### config.mk
export PLATFORM = sky130hd
export DESIGN_NAME = tlb_page_table_translator
export DESIGN_NICKNAME = d
export VERILOG_FILES = /design/src/rtl/core/tlbpt_pkg.sv /design/src/rtl/core/tlbpt_ram.sv /design/src/rtl/core/tlbpt_tlb.sv /design/src/rtl/core/tlb_page_table_translator.sv
export SDC_FILE = /design/constraint.sdc
export NUM_CORES = 2
export LEC_CHECK = 0
export ABC_AREA = 1
export BUFFER_PORTS_ARGS = -buffer_cell sky130_fd_sc_hd__clkbuf_2
export CAP_MARGIN = 20
export CORE_UTILIZATION = 38
export CTS_BUF_LIST = sky130_fd_sc_hd__clkbuf_4 sky130_fd_sc_hd__clkbuf_8 sky130_fd_sc_hd__clkbuf_16
export DETAILED_ROUTE_END_ITERATION = 10
export HOLD_SLACK_MARGIN = 0.08
export PLACE_DENSITY = 0.6
export SLEW_MARGIN = 30
export SYNTH_ARGS = -nofsm -noshare
export SYNTH_HDL_FRONTEND = slang
export SYNTH_SLANG_ARGS = --single-unit
### constraint.sdc
create_clock -name clk_i -period 15.7 [get_ports clk_i]
set_clock_uncertainty 0.1 [all_clocks]
set_input_delay 1.57 -clock clk_i [delete_from_list [all_inputs] [get_ports clk_i]]
set_output_delay 1.57 -clock clk_i [all_outputs]
set_load 0.05 [all_outputs]
### src/rtl/core/tlbpt_pkg.sv
// ----------------------------------------------------------------------------
// tlbpt_pkg
// Shared widths, defaults, codes and types of the page table translator.
// ----------------------------------------------------------------------------
package tlbpt_pkg;

  localparam int unsigned ADDR_W    = 16;
  localparam int unsigned PAGE_NUM_W = 8;
  localparam int unsigned TAG_W     = 8;
  localparam int unsigned FRAME_W   = 8;
  localparam int unsigned PHYS_W    = 16;
  localparam int unsigned OUTCOME_W = 2;
  localparam int unsigned CNT_W     = 32;
  localparam int unsigned NFF_W     = 9;

  localparam int unsigned TLB_ENTRIES_DEF = 16;
  localparam int unsigned PAGE_COUNT_DEF  = 256;
  localparam int unsigned PAGE_BYTES_DEF  = 256;

  typedef enum logic [OUTCOME_W-1:0] {
    OUT_TLB_HIT = 2'd0,
    OUT_PT_HIT  = 2'd1,
    OUT_FAULT   = 2'd2
  } outcome_e;

  typedef enum logic [2:0] {
    ST_CLEAR,
    ST_IDLE,
    ST_SCAN,
    ST_TABLE,
    ST_DONE
  } state_e;

  typedef struct packed {
    logic               en;
    logic [TAG_W-1:0]   tag;
    logic [FRAME_W-1:0] frame;
  } tlb_fill_t;

  typedef struct packed {
    logic               hit;
    logic [FRAME_W-1:0] frame;
  } tlb_look_t;

endpackage

### src/rtl/core/tlbpt_ram.sv
// ----------------------------------------------------------------------------
// tlbpt_ram
// Generic single-port RAM with registered read data.
// ----------------------------------------------------------------------------
module tlbpt_ram #(
  parameter int unsigned WIDTH = 8,
  parameter int unsigned DEPTH = 256,
  localparam int unsigned AW   = (DEPTH > 1) ? $clog2(DEPTH) : 1
) (
  input  logic             clk_i,
  input  logic             we_i,
  input  logic             re_i,
  input  logic [AW-1:0]    addr_i,
  input  logic [WIDTH-1:0] wdata_i,
  output logic [WIDTH-1:0] rdata_o
);

  logic [WIDTH-1:0] mem_q [DEPTH];
  logic [WIDTH-1:0] rdata_q;

  always_ff @(posedge clk_i) begin
    if (we_i) begin
      mem_q[addr_i] <= wdata_i;
    end
    if (re_i) begin
      rdata_q <= mem_q[addr_i];
    end
  end

  assign rdata_o = rdata_q;

endmodule

### src/rtl/core/tlbpt_tlb.sv
// ----------------------------------------------------------------------------
// tlbpt_tlb
// TLB entry store with one shared tag comparator and FIFO refill pointer.
// ----------------------------------------------------------------------------
module tlbpt_tlb #(
  parameter int unsigned TLB_ENTRIES = tlbpt_pkg::TLB_ENTRIES_DEF,
  localparam int unsigned IDX_W      = (TLB_ENTRIES > 1) ? $clog2(TLB_ENTRIES) : 1
) (
  input  logic                       clk_i,
  input  logic                       rst_ni,
  input  logic [IDX_W-1:0]           idx_i,
  input  logic [tlbpt_pkg::TAG_W-1:0] tag_i,
  input  tlbpt_pkg::tlb_fill_t       fill_i,
  output tlbpt_pkg::tlb_look_t       look_o
);
  import tlbpt_pkg::*;

  localparam logic [IDX_W-1:0] LAST_IDX = IDX_W'(TLB_ENTRIES - 1);

  logic [TAG_W-1:0]   tag_q   [TLB_ENTRIES];
  logic [FRAME_W-1:0] frame_q [TLB_ENTRIES];
  logic [TLB_ENTRIES-1:0] valid_q;
  logic [IDX_W-1:0]   ptr_q, ptr_d;

  // shared comparator, one entry per cycle
  always_comb begin
    look_o.hit   = valid_q[idx_i] && (tag_q[idx_i] == tag_i);
    look_o.frame = frame_q[idx_i];
  end

  always_comb begin
    ptr_d = ptr_q;
    if (fill_i.en) begin
      ptr_d = (ptr_q == LAST_IDX) ? '0 : ptr_q + IDX_W'(1);
    end
  end

  always_ff @(posedge clk_i or negedge rst_ni) begin
    if (!rst_ni) begin
      valid_q <= '0;
      ptr_q   <= '0;
    end else begin
      ptr_q <= ptr_d;
      if (fill_i.en) begin
        valid_q[ptr_q] <= 1'b1;
      end
    end
  end

  always_ff @(posedge clk_i) begin
    if (fill_i.en) begin
      tag_q[ptr_q]   <= fill_i.tag;
      frame_q[ptr_q] <= fill_i.frame;
    end
  end

endmodule

### src/rtl/core/tlb_page_table_translator.sv
// ----------------------------------------------------------------------------
// tlb_page_table_translator
// Address translator: TLB scan, page table lookup, in-order frame allocation.
//
//   channel   direction  handshake              payload
//   request   in         start_i / busy_o       logical_address_i
//   result    out        done_o (one cycle)     vpage_o, physical_address_o,
//                                               outcome_o, hits_so_far_o,
//                                               faults_so_far_o
//
// TLB hit: the scan stops at the hitting entry and goes on to the result state.
// TLB miss: the scan runs through every entry, then the page table, then the result.
// Entries are compared one per cycle by a single comparator, lowest first.
// After reset the page table is cleared entry by entry, with busy_o high.
// done_o lasts one cycle and cannot be held off; PAGE_BYTES and PAGE_COUNT
// must be powers of two, which the block itself does not check.
// ----------------------------------------------------------------------------
module tlb_page_table_translator #(
  parameter int unsigned TLB_ENTRIES = tlbpt_pkg::TLB_ENTRIES_DEF,
  parameter int unsigned PAGE_COUNT  = tlbpt_pkg::PAGE_COUNT_DEF,
  parameter int unsigned PAGE_BYTES  = tlbpt_pkg::PAGE_BYTES_DEF
) (
  input  logic                            clk_i,
  input  logic                            rst_ni,
  input  logic                            start_i,
  output logic                            busy_o,
  input  logic [tlbpt_pkg::ADDR_W-1:0]    logical_address_i,
  output logic                            done_o,
  output logic [tlbpt_pkg::PAGE_NUM_W-1:0] vpage_o,
  output logic [tlbpt_pkg::PHYS_W-1:0]    physical_address_o,
  output logic [tlbpt_pkg::OUTCOME_W-1:0] outcome_o,
  output logic [tlbpt_pkg::CNT_W-1:0]     hits_so_far_o,
  output logic [tlbpt_pkg::CNT_W-1:0]     faults_so_far_o
);
  import tlbpt_pkg::*;

  localparam int unsigned IDX_W = (TLB_ENTRIES > 1) ? $clog2(TLB_ENTRIES) : 1;
  localparam int unsigned PT_AW = $clog2(PAGE_COUNT);
  localparam int unsigned OFF_W = $clog2(PAGE_BYTES);
  localparam int unsigned RAM_W = FRAME_W + 1;
  localparam logic [IDX_W-1:0] LAST_IDX = IDX_W'(TLB_ENTRIES - 1);
  localparam logic [PT_AW-1:0] LAST_PAGE = PT_AW'(PAGE_COUNT - 1);

  state_e             state_q, state_d;
  logic [PT_AW-1:0]   page_q, page_d;
  logic [OFF_W-1:0]   off_q, off_d;
  logic [IDX_W-1:0]   idx_q, idx_d;
  logic [PT_AW-1:0]   clr_q, clr_d;
  logic [FRAME_W-1:0] frame_q, frame_d;
  outcome_e           outcome_q, outcome_d;
  logic [CNT_W-1:0]   hit_cnt_q, hit_cnt_d;
  logic [CNT_W-1:0]   fault_cnt_q, fault_cnt_d;
  logic [NFF_W-1:0]   nff_q, nff_d;

  logic               accept;
  logic [ADDR_W-1:0]  page_full;
  logic               ram_we, ram_re;
  logic [PT_AW-1:0]   ram_addr;
  logic [RAM_W-1:0]   ram_wdata, ram_rdata;
  tlb_fill_t          fill;
  tlb_look_t          look;

  assign accept    = start_i && !busy_o;
  assign page_full = logical_address_i >> OFF_W;

  tlbpt_tlb #(
    .TLB_ENTRIES(TLB_ENTRIES)
  ) u_tlb (
    .clk_i (clk_i),
    .rst_ni(rst_ni),
    .idx_i (idx_q),
    .tag_i (TAG_W'(page_q)),
    .fill_i(fill),
    .look_o(look)
  );

  tlbpt_ram #(
    .WIDTH(RAM_W),
    .DEPTH(PAGE_COUNT)
  ) u_table (
    .clk_i  (clk_i),
    .we_i   (ram_we),
    .re_i   (ram_re),
    .addr_i (ram_addr),
    .wdata_i(ram_wdata),
    .rdata_o(ram_rdata)
  );

  // next state
  always_comb begin
    state_d = state_q;
    case (state_q)
      ST_CLEAR: begin
        if (clr_q == LAST_PAGE) state_d = ST_IDLE;
      end
      ST_IDLE: begin
        if (start_i) state_d = ST_SCAN;
      end
      ST_SCAN: begin
        if (look.hit) begin
          state_d = ST_DONE;
        end else if (idx_q == LAST_IDX) begin
          state_d = ST_TABLE;
        end
      end
      ST_TABLE: state_d = ST_DONE;
      ST_DONE:  state_d = ST_IDLE;
      default:  state_d = ST_IDLE;
    endcase
  end

  // outputs and datapath
  always_comb begin
    busy_o      = (state_q != ST_IDLE);
    done_o      = (state_q == ST_DONE);
    page_d      = page_q;
    off_d       = off_q;
    idx_d       = idx_q;
    clr_d       = clr_q;
    frame_d     = frame_q;
    outcome_d   = outcome_q;
    hit_cnt_d   = hit_cnt_q;
    fault_cnt_d = fault_cnt_q;
    nff_d       = nff_q;
    ram_we      = 1'b0;
    ram_re      = 1'b0;
    ram_addr    = page_q;
    ram_wdata   = '0;
    fill        = '0;
    fill.tag    = TAG_W'(page_q);
    case (state_q)
      ST_CLEAR: begin
        ram_we   = 1'b1;
        ram_addr = clr_q;
        clr_d    = clr_q + PT_AW'(1);
      end
      ST_IDLE: begin
        if (start_i) begin
          page_d = page_full[PT_AW-1:0];
          off_d  = logical_address_i[OFF_W-1:0];
          idx_d  = '0;
        end
      end
      ST_SCAN: begin
        if (look.hit) begin
          frame_d   = look.frame;
          outcome_d = OUT_TLB_HIT;
          if (hit_cnt_q != '1) hit_cnt_d = hit_cnt_q + CNT_W'(1);
        end else if (idx_q == LAST_IDX) begin
          ram_re = 1'b1;
        end else begin
          idx_d = idx_q + IDX_W'(1);
        end
      end
      ST_TABLE: begin
        fill.en = 1'b1;
        if (ram_rdata[FRAME_W]) begin
          frame_d    = ram_rdata[FRAME_W-1:0];
          outcome_d  = OUT_PT_HIT;
          fill.frame = ram_rdata[FRAME_W-1:0];
        end else begin
          frame_d    = nff_q[FRAME_W-1:0];
          outcome_d  = OUT_FAULT;
          fill.frame = nff_q[FRAME_W-1:0];
          nff_d      = nff_q + NFF_W'(1);
          if (fault_cnt_q != '1) fault_cnt_d = fault_cnt_q + CNT_W'(1);
          ram_we     = 1'b1;
          ram_wdata  = {1'b1, nff_q[FRAME_W-1:0]};
        end
      end
      default: ;
    endcase
  end

  always_ff @(posedge clk_i or negedge rst_ni) begin
    if (!rst_ni) begin
      state_q     <= ST_CLEAR;
      clr_q       <= '0;
      idx_q       <= '0;
      outcome_q   <= OUT_TLB_HIT;
      hit_cnt_q   <= '0;
      fault_cnt_q <= '0;
      nff_q       <= '0;
    end else begin
      state_q     <= state_d;
      clr_q       <= clr_d;
      idx_q       <= idx_d;
      outcome_q   <= outcome_d;
      hit_cnt_q   <= hit_cnt_d;
      fault_cnt_q <= fault_cnt_d;
      nff_q       <= nff_d;
    end
  end

  always_ff @(posedge clk_i) begin
    page_q  <= page_d;
    off_q   <= off_d;
    frame_q <= frame_d;
  end

  assign vpage_o            = PAGE_NUM_W'(page_q);
  assign physical_address_o = PHYS_W'({frame_q, off_q});
  assign outcome_o          = outcome_q;
  assign hits_so_far_o      = hit_cnt_q;
  assign faults_so_far_o    = fault_cnt_q;

  a_accept_busy: assert property (@(posedge clk_i) disable iff (!rst_ni)
    accept |=> busy_o)
    else $error("accepted item did not raise busy");

  a_done_single: assert property (@(posedge clk_i) disable iff (!rst_ni)
    done_o |=> !done_o)
    else $error("result strobe longer than one cycle");

  a_ram_write: assert property (@(posedge clk_i) disable iff (!rst_ni)
    ram_we |-> (state_q == ST_CLEAR || state_q == ST_TABLE))
    else $error("page table written outside clear or refill");

  a_fault_count: assert property (@(posedge clk_i) disable iff (!rst_ni)
    (done_o && outcome_o == OUT_FAULT) |-> (fault_cnt_q != '0))
    else $error("fault reported with zero fault count");

  a_fill_miss: assert property (@(posedge clk_i) disable iff (!rst_ni)
    fill.en |-> $past(state_q == ST_SCAN && !look.hit))
    else $error("tlb refill without a preceding miss");

endmodule
[Word level (Yosys, flattened, before mapping)]
Memories as Yosys holds them, arrays and structs flattened. A register that Yosys moved wholly into a read port is not among the register bits.
Index checks and enable logic that the tools add are counted.
Cells by class
  bitwise logic cells: 2
  equal/unequal tests: 17
  reductions and logical operators: 12
  $lt $le $gt $ge: 3
  mux-type cells: 34
  add/sub/neg operators: 6
Operators with widths (count)
  $add A32 B1 Y32 const B: 2
  $ne A32 B32 Y1 const B: 2
  $mux W8: 4
  $mux W9: 2
  $mux W4: 4
  $or A16 B16 Y16: 1
  $pmux W8 S2: 1
  $mux W3: 4
  $pmux W3 S4: 1
  $mux W1: 11
  $lt A4 B5 Y1 const B: 2
  $ne A2 B2 Y1 const B: 5
  $add A9 B1 Y9 const B: 1
  $reduce_and A3 Y1: 3
  $add A4 B1 Y4 const B: 2
  $add A8 B1 Y8 const B: 1
  $eq A4 B4 Y1 const B: 2
  $eq A8 B8 Y1: 1
  $eq A8 B8 Y1 const B: 1
  $pmux W4 S2: 1
  $eq A3 B2 Y1 const B: 2
  $reduce_and A2 Y1: 3
  $bmux W1 S4: 1
  $demux W1 S4: 1
  13 further kinds: 16
Word-level totals
  input port bits: 19
  register bits after elaboration: 134
  output and inout bits: 92
  memories kept: 3
  RAM bits: 2560
Memory list
  u_table.mem_q: depth 256, width 9, rd ports 1, clocked after Yosys merged registers in 1, write ports 1, line tlbpt_ram.sv:18  | logic [WIDTH-1:0] mem_q [DEPTH];
  u_tlb.frame_q: depth 16, width 8, rd ports 1, clocked after Yosys merged registers in 0, write ports 1, line tlbpt_tlb.sv:21  | logic [FRAME_W-1:0] frame_q [TLB_ENTRIES];
  u_tlb.tag_q: depth 16, width 8, rd ports 1, clocked after Yosys merged registers in 0, write ports 1, line tlbpt_tlb.sv:20  | logic [TAG_W-1:0] tag_q [TLB_ENTRIES];

[Logic depth before layout (Yosys ltp)]
  word-level depth: 5
  depth in mapped cells: 20
  depth with buffers taken out: 17

[Modules after synthesis]
Synthesis repeated with hierarchy kept, for this count alone.
Unflattened totals
  cells, all modules: 10847
  area, all modules: 113770.4 sq um
By module, submodules not included
  tlbpt_ram: instances 1, cells each 8976, area each 95793.1 sq um, sequential area each 69456.6 sq um
  tlbpt_tlb: instances 1, cells each 957, area each 11353.4 sq um, sequential area each 8187.9 sq um
  tlb_page_table_translator: instances 1, cells each 914, area each 6623.9 sq um, sequential area each 2947.8 sq um

[Worst setup path after synthesis]
OpenSTA, ideal clock, no wires.
  path type: register to register
  start: register state_q[2]
  end: memory u_table.mem_q[0][1] (netlist name) (data pin)
  clock period less this slack: 12.943 ns
  path slack: 2.757 ns
  path buffers: 0
  stages on the path, launching flop included: 8
  arrival: 11.451 ns
  required time: 14.208 ns
  path through: dfrtp_1 > inv_1 > nand2_1 > nor2_2 > inv_2 > nor2_2 > inv_1 > nor2_1
Between the ends
  word-level cells in the longest chain between the ends: 2
Ends and longest elaborated chain
  from (decl): line tlb_page_table_translator.sv:44  | state_e state_q, state_d;
  from (signal assigned): line tlb_page_table_translator.sv:185  | state_q <= state_d;
  $eq A3 B2 Y1: line tlb_page_table_translator.sv:131  | case (state_q)
  $mux W9: line tlb_page_table_translator.sv:131
  via ram_wdata[1]: line tlb_page_table_translator.sv:59  | logic [RAM_W-1:0] ram_wdata, ram_rdata;
  to (decl): line tlbpt_ram.sv:18
The timed path passes the listed nets, and every way through them passes these cells.

[Final worst setup path]
  start: register state_q[1]
  end: register u_table.rdata_q[8], in the netlist u_table.rdata_o[8], read port of u_table.mem_q (data pin)
Between the ends
  word-level cells in the longest chain between the ends: 2
  elaborated cells on any way between the ends: 4
Ends and longest elaborated chain
  $eq A3 B2 Y1 / $logic_not A3 Y1 (equally long branches): line tlb_page_table_translator.sv:131
  $mux W1 / $mux W8 (equally long branches): line tlb_page_table_translator.sv:131
  to (decl): line tlbpt_ram.sv:19  | logic [WIDTH-1:0] rdata_q;
Several ways; a longest one is shown, not always the timed one.
A chain may end at the register's enable or synchronous reset.

==> flow_summary.toml <==
[run_status]
status = "complete, no violations"

[sta]
fin_crit_sh_pct = 46.9
maxSlewViolCount = 0
final-setup-viol-count = 0
hold_violations = 0
layout_setup_ws_ns = 8.34
slew_headroom_pct = 26.5
holdWs_ns = 0.351
fmax_ghz = 0.136
fin_setup_tns_ns = 0
fin_crit_ns = 7.36
rsz0062_at_grt = "false"
worst_slew_pin_slew_ns = 1.09

[yosys]
synth.ff_latch_count = 2702
synth_area_per_cell_um2 = 10.4
synth_edf_count = 2593
yosysSeqAreaShare_pct = 70.7
async_reset_ff_share_pct = 4.03
netlist_area_um2 = 114000
ys_warn_count = 0
ys.flop_type = "edfxtp_1"
syn_nets = 11037
synthCells = 11009
synth_cell_types = 35

[detailed_routing]
route.detailed.drc = 0
viasPerCell = 5.20
antenna_left = 0
first_iter_violations = 8775
wirelength_mm = 333
wl_per_cell_um = 22.0
drtPass1Iterations = 6
vias = 78755

[setup_path]
crit_type = "register to register"
arrival_ns = 7.88
setup.worst_path.start = "state_q[1]"
critPathMaxFanout = 76
end_kind = "register"
r2r-end = "u_table.rdata_o[8]"
worstPathRequired_ns = 16.22
r2r_slack_ns = 8.34
rr_worst_depth = 20
rr_startpoint = "state_q[1]"
cp-start-kind = "register"

[global_routing]
overflow = 0
grt.busiest_layer = "met2"
grt_pass1_vias = 75940
grt_use_met2_pct = 34.8
antenna_found_initial = 14
grt_util_met1_pct = 29.5
grt_start_max_net_pins = 186
grt_pass1_wl_mm = 494
use_met3_pct = 3.86
grt.total_usage_pct = 21.7

[floorplan]
num_io_pins = 111
dieArea_um2 = 302000
core_um2 = 298000
row_count = 200
die_h_um = 550
die_w_um = 550
initial_core_util_pct = 38.3

[cts]
post_cts_buffers = 0
clockBufferDepth = 4
post_cts_resized = 0
htreeDepth = 5
clkSlewWorstSetupHoldPaths_ns = 0.06
cts_hold_buf = 0
clock_sinks = 2702
root_buffer = "clkbuf_16"
cts_buffers = 295
clk_latency_ns = 0.89
cts_tree = "yes"

[power]
p_leak_nw = 54.0
ir_drop_mv = 0.290
p_per_area_nw_per_um2 = 193

[placed_design]
dp_hpwl_mm = 185
dpl-instance-area_um2 = 119000
gp_congestion = 0.870
dp_slack_ns = 8.45
port_buffers = 110

[final_layout]
final_area_um2 = 128000
multi_input_area_um2 = 30700
nFillCells = 27556
drive_gt1_share_pct = 7.48
fin_nets = 11014
syn2layout_area_growth_pct = 12.6
seq_area_um2 = 80600
layout_common_cells = "5836 x nand2_1, 2593 x edfxtp_1, 597 x nor2_1"
layout_commonest_cell = "nand2_1"

[hold_path]
hold_path_class = "register to register"
hp-start = "u_tlb.valid_q[14]"
min_delay_path_depth = 2
min_to = "u_tlb.valid_q[14]"

[job]
max_cap_violations = 0
-- metrics by stage --
| stage | utilization, % | std cells | total power, mW |
|---|---|---|---|
| 2_1_floorplan | - | 11009 | 14.2 |
| 4_1_cts | 43.1 | 15146 | 24.7 |
| 3_5_place_dp | 39.9 | 14624 | 17.9 |
| 3_3_place_gp | 39.9 | 14623 | 17.8 |
| 6_report | 43.1 | 15152 | 24.8 |
| 5_1_grt | 43.1 | 15151 | 25.8 |
-- cell usage after synthesis (47+ instances only) --
master | count | area share, %
o21ai_0 | 233 | 1.0
nand3_1 | 471 | 2.1
buf_2 | 140 | 0.61
nor2_1 | 654 | 2.2
nand2_1 | 5849 | 19
dfrtp_1 | 109 | 2.4
inv_1 | 150 | 0.49
a21oi_1 | 47 | 0.21
clkbuf_1 | 385 | 1.3
edfxtp_1 | 2593 | 68
xor2_1 | 59 | 0.45
nand4_1 | 70 | 0.38
-- state kept, by name, indices dropped and copies added (netlist names), 8 cells and up --
signal,count
u_tlb.frame_q,128
faults_so_far_o,32
nff_q,8
clr_q,8
frame_q,8
u_table.rdata_o,9
off_q,8
vpage_o,8
u_tlb.valid_q,16
hits_so_far_o,32
u_table.mem_q,2304
u_tlb.tag_q,128
-- worst max-delay path by stage --
stage                     slack (ns)                   to
after floorplan                 2.76  u_table.mem_q[0][1]
after global placement          8.45   u_table.rdata_o[8]
after detailed placement        8.45   u_table.rdata_o[8]
after CTS                       8.41   u_table.rdata_o[8]
after global routing            7.77   u_table.rdata_o[8]
final                           8.34   u_table.rdata_o[8]
-- layout make-up --
class                   count  area share (%)
flip-flops and latches   2702            62.8
diodes                      2         0.00390
well taps                3939            3.84
inverters                 170           0.509
clock buffers             364            6.21
clock inverters           158            1.21
repair buffers            262            1.56
multi-input cells        7555            23.9
-- cell families (layout without fill, tap and decap cells) --
logic type,after synthesis,after routing,share of synthesized area (%)
DFF,2702,2702,70.7
adders and majority gates,9,9,0.0988
buffers and inverters,752,954,2.68
other,0,2,0
xor gates and xnor gates,70,70,0.538
AOI/OAI and AO/OA,342,342,1.65
and+or+nand+nor,7134,7134,24.3
-- critical path: stages, from the launching register on --
cell	delay, ns
dfrtp_1	0.40
nor2_1	0.11
nand2_1	0.54
nand2_4	0.52
nand2_8	0.55
buf_4	0.56
buf_4	0.75
buf_4	0.77
buf_4	0.58
buf_4	0.69
o21ai_0	0.19
nand2_1	0.10
nand2_1	0.06
nand2_1	0.05
nand2_1	0.08
o21ai_0	0.32
nand2_1	0.09
nor2_1	0.13
nand2_1	0.07
nor2_1	0.09
nand2_1	0.06
-- layer usage --
metal	share of wire (%)	vias up
li1	-	36388
met1	41	38415
met2	46	3349
met3	9.0	591
met4	3.7	12
met5	0.022	-
-- power by group --
group	switching [mW]	internal, mW
clock network	2.89	3.99
registers	0.0844	8.05
logic	7.89	1.86
total	10.9	13.9
Power figures use the tool's default switching activity.
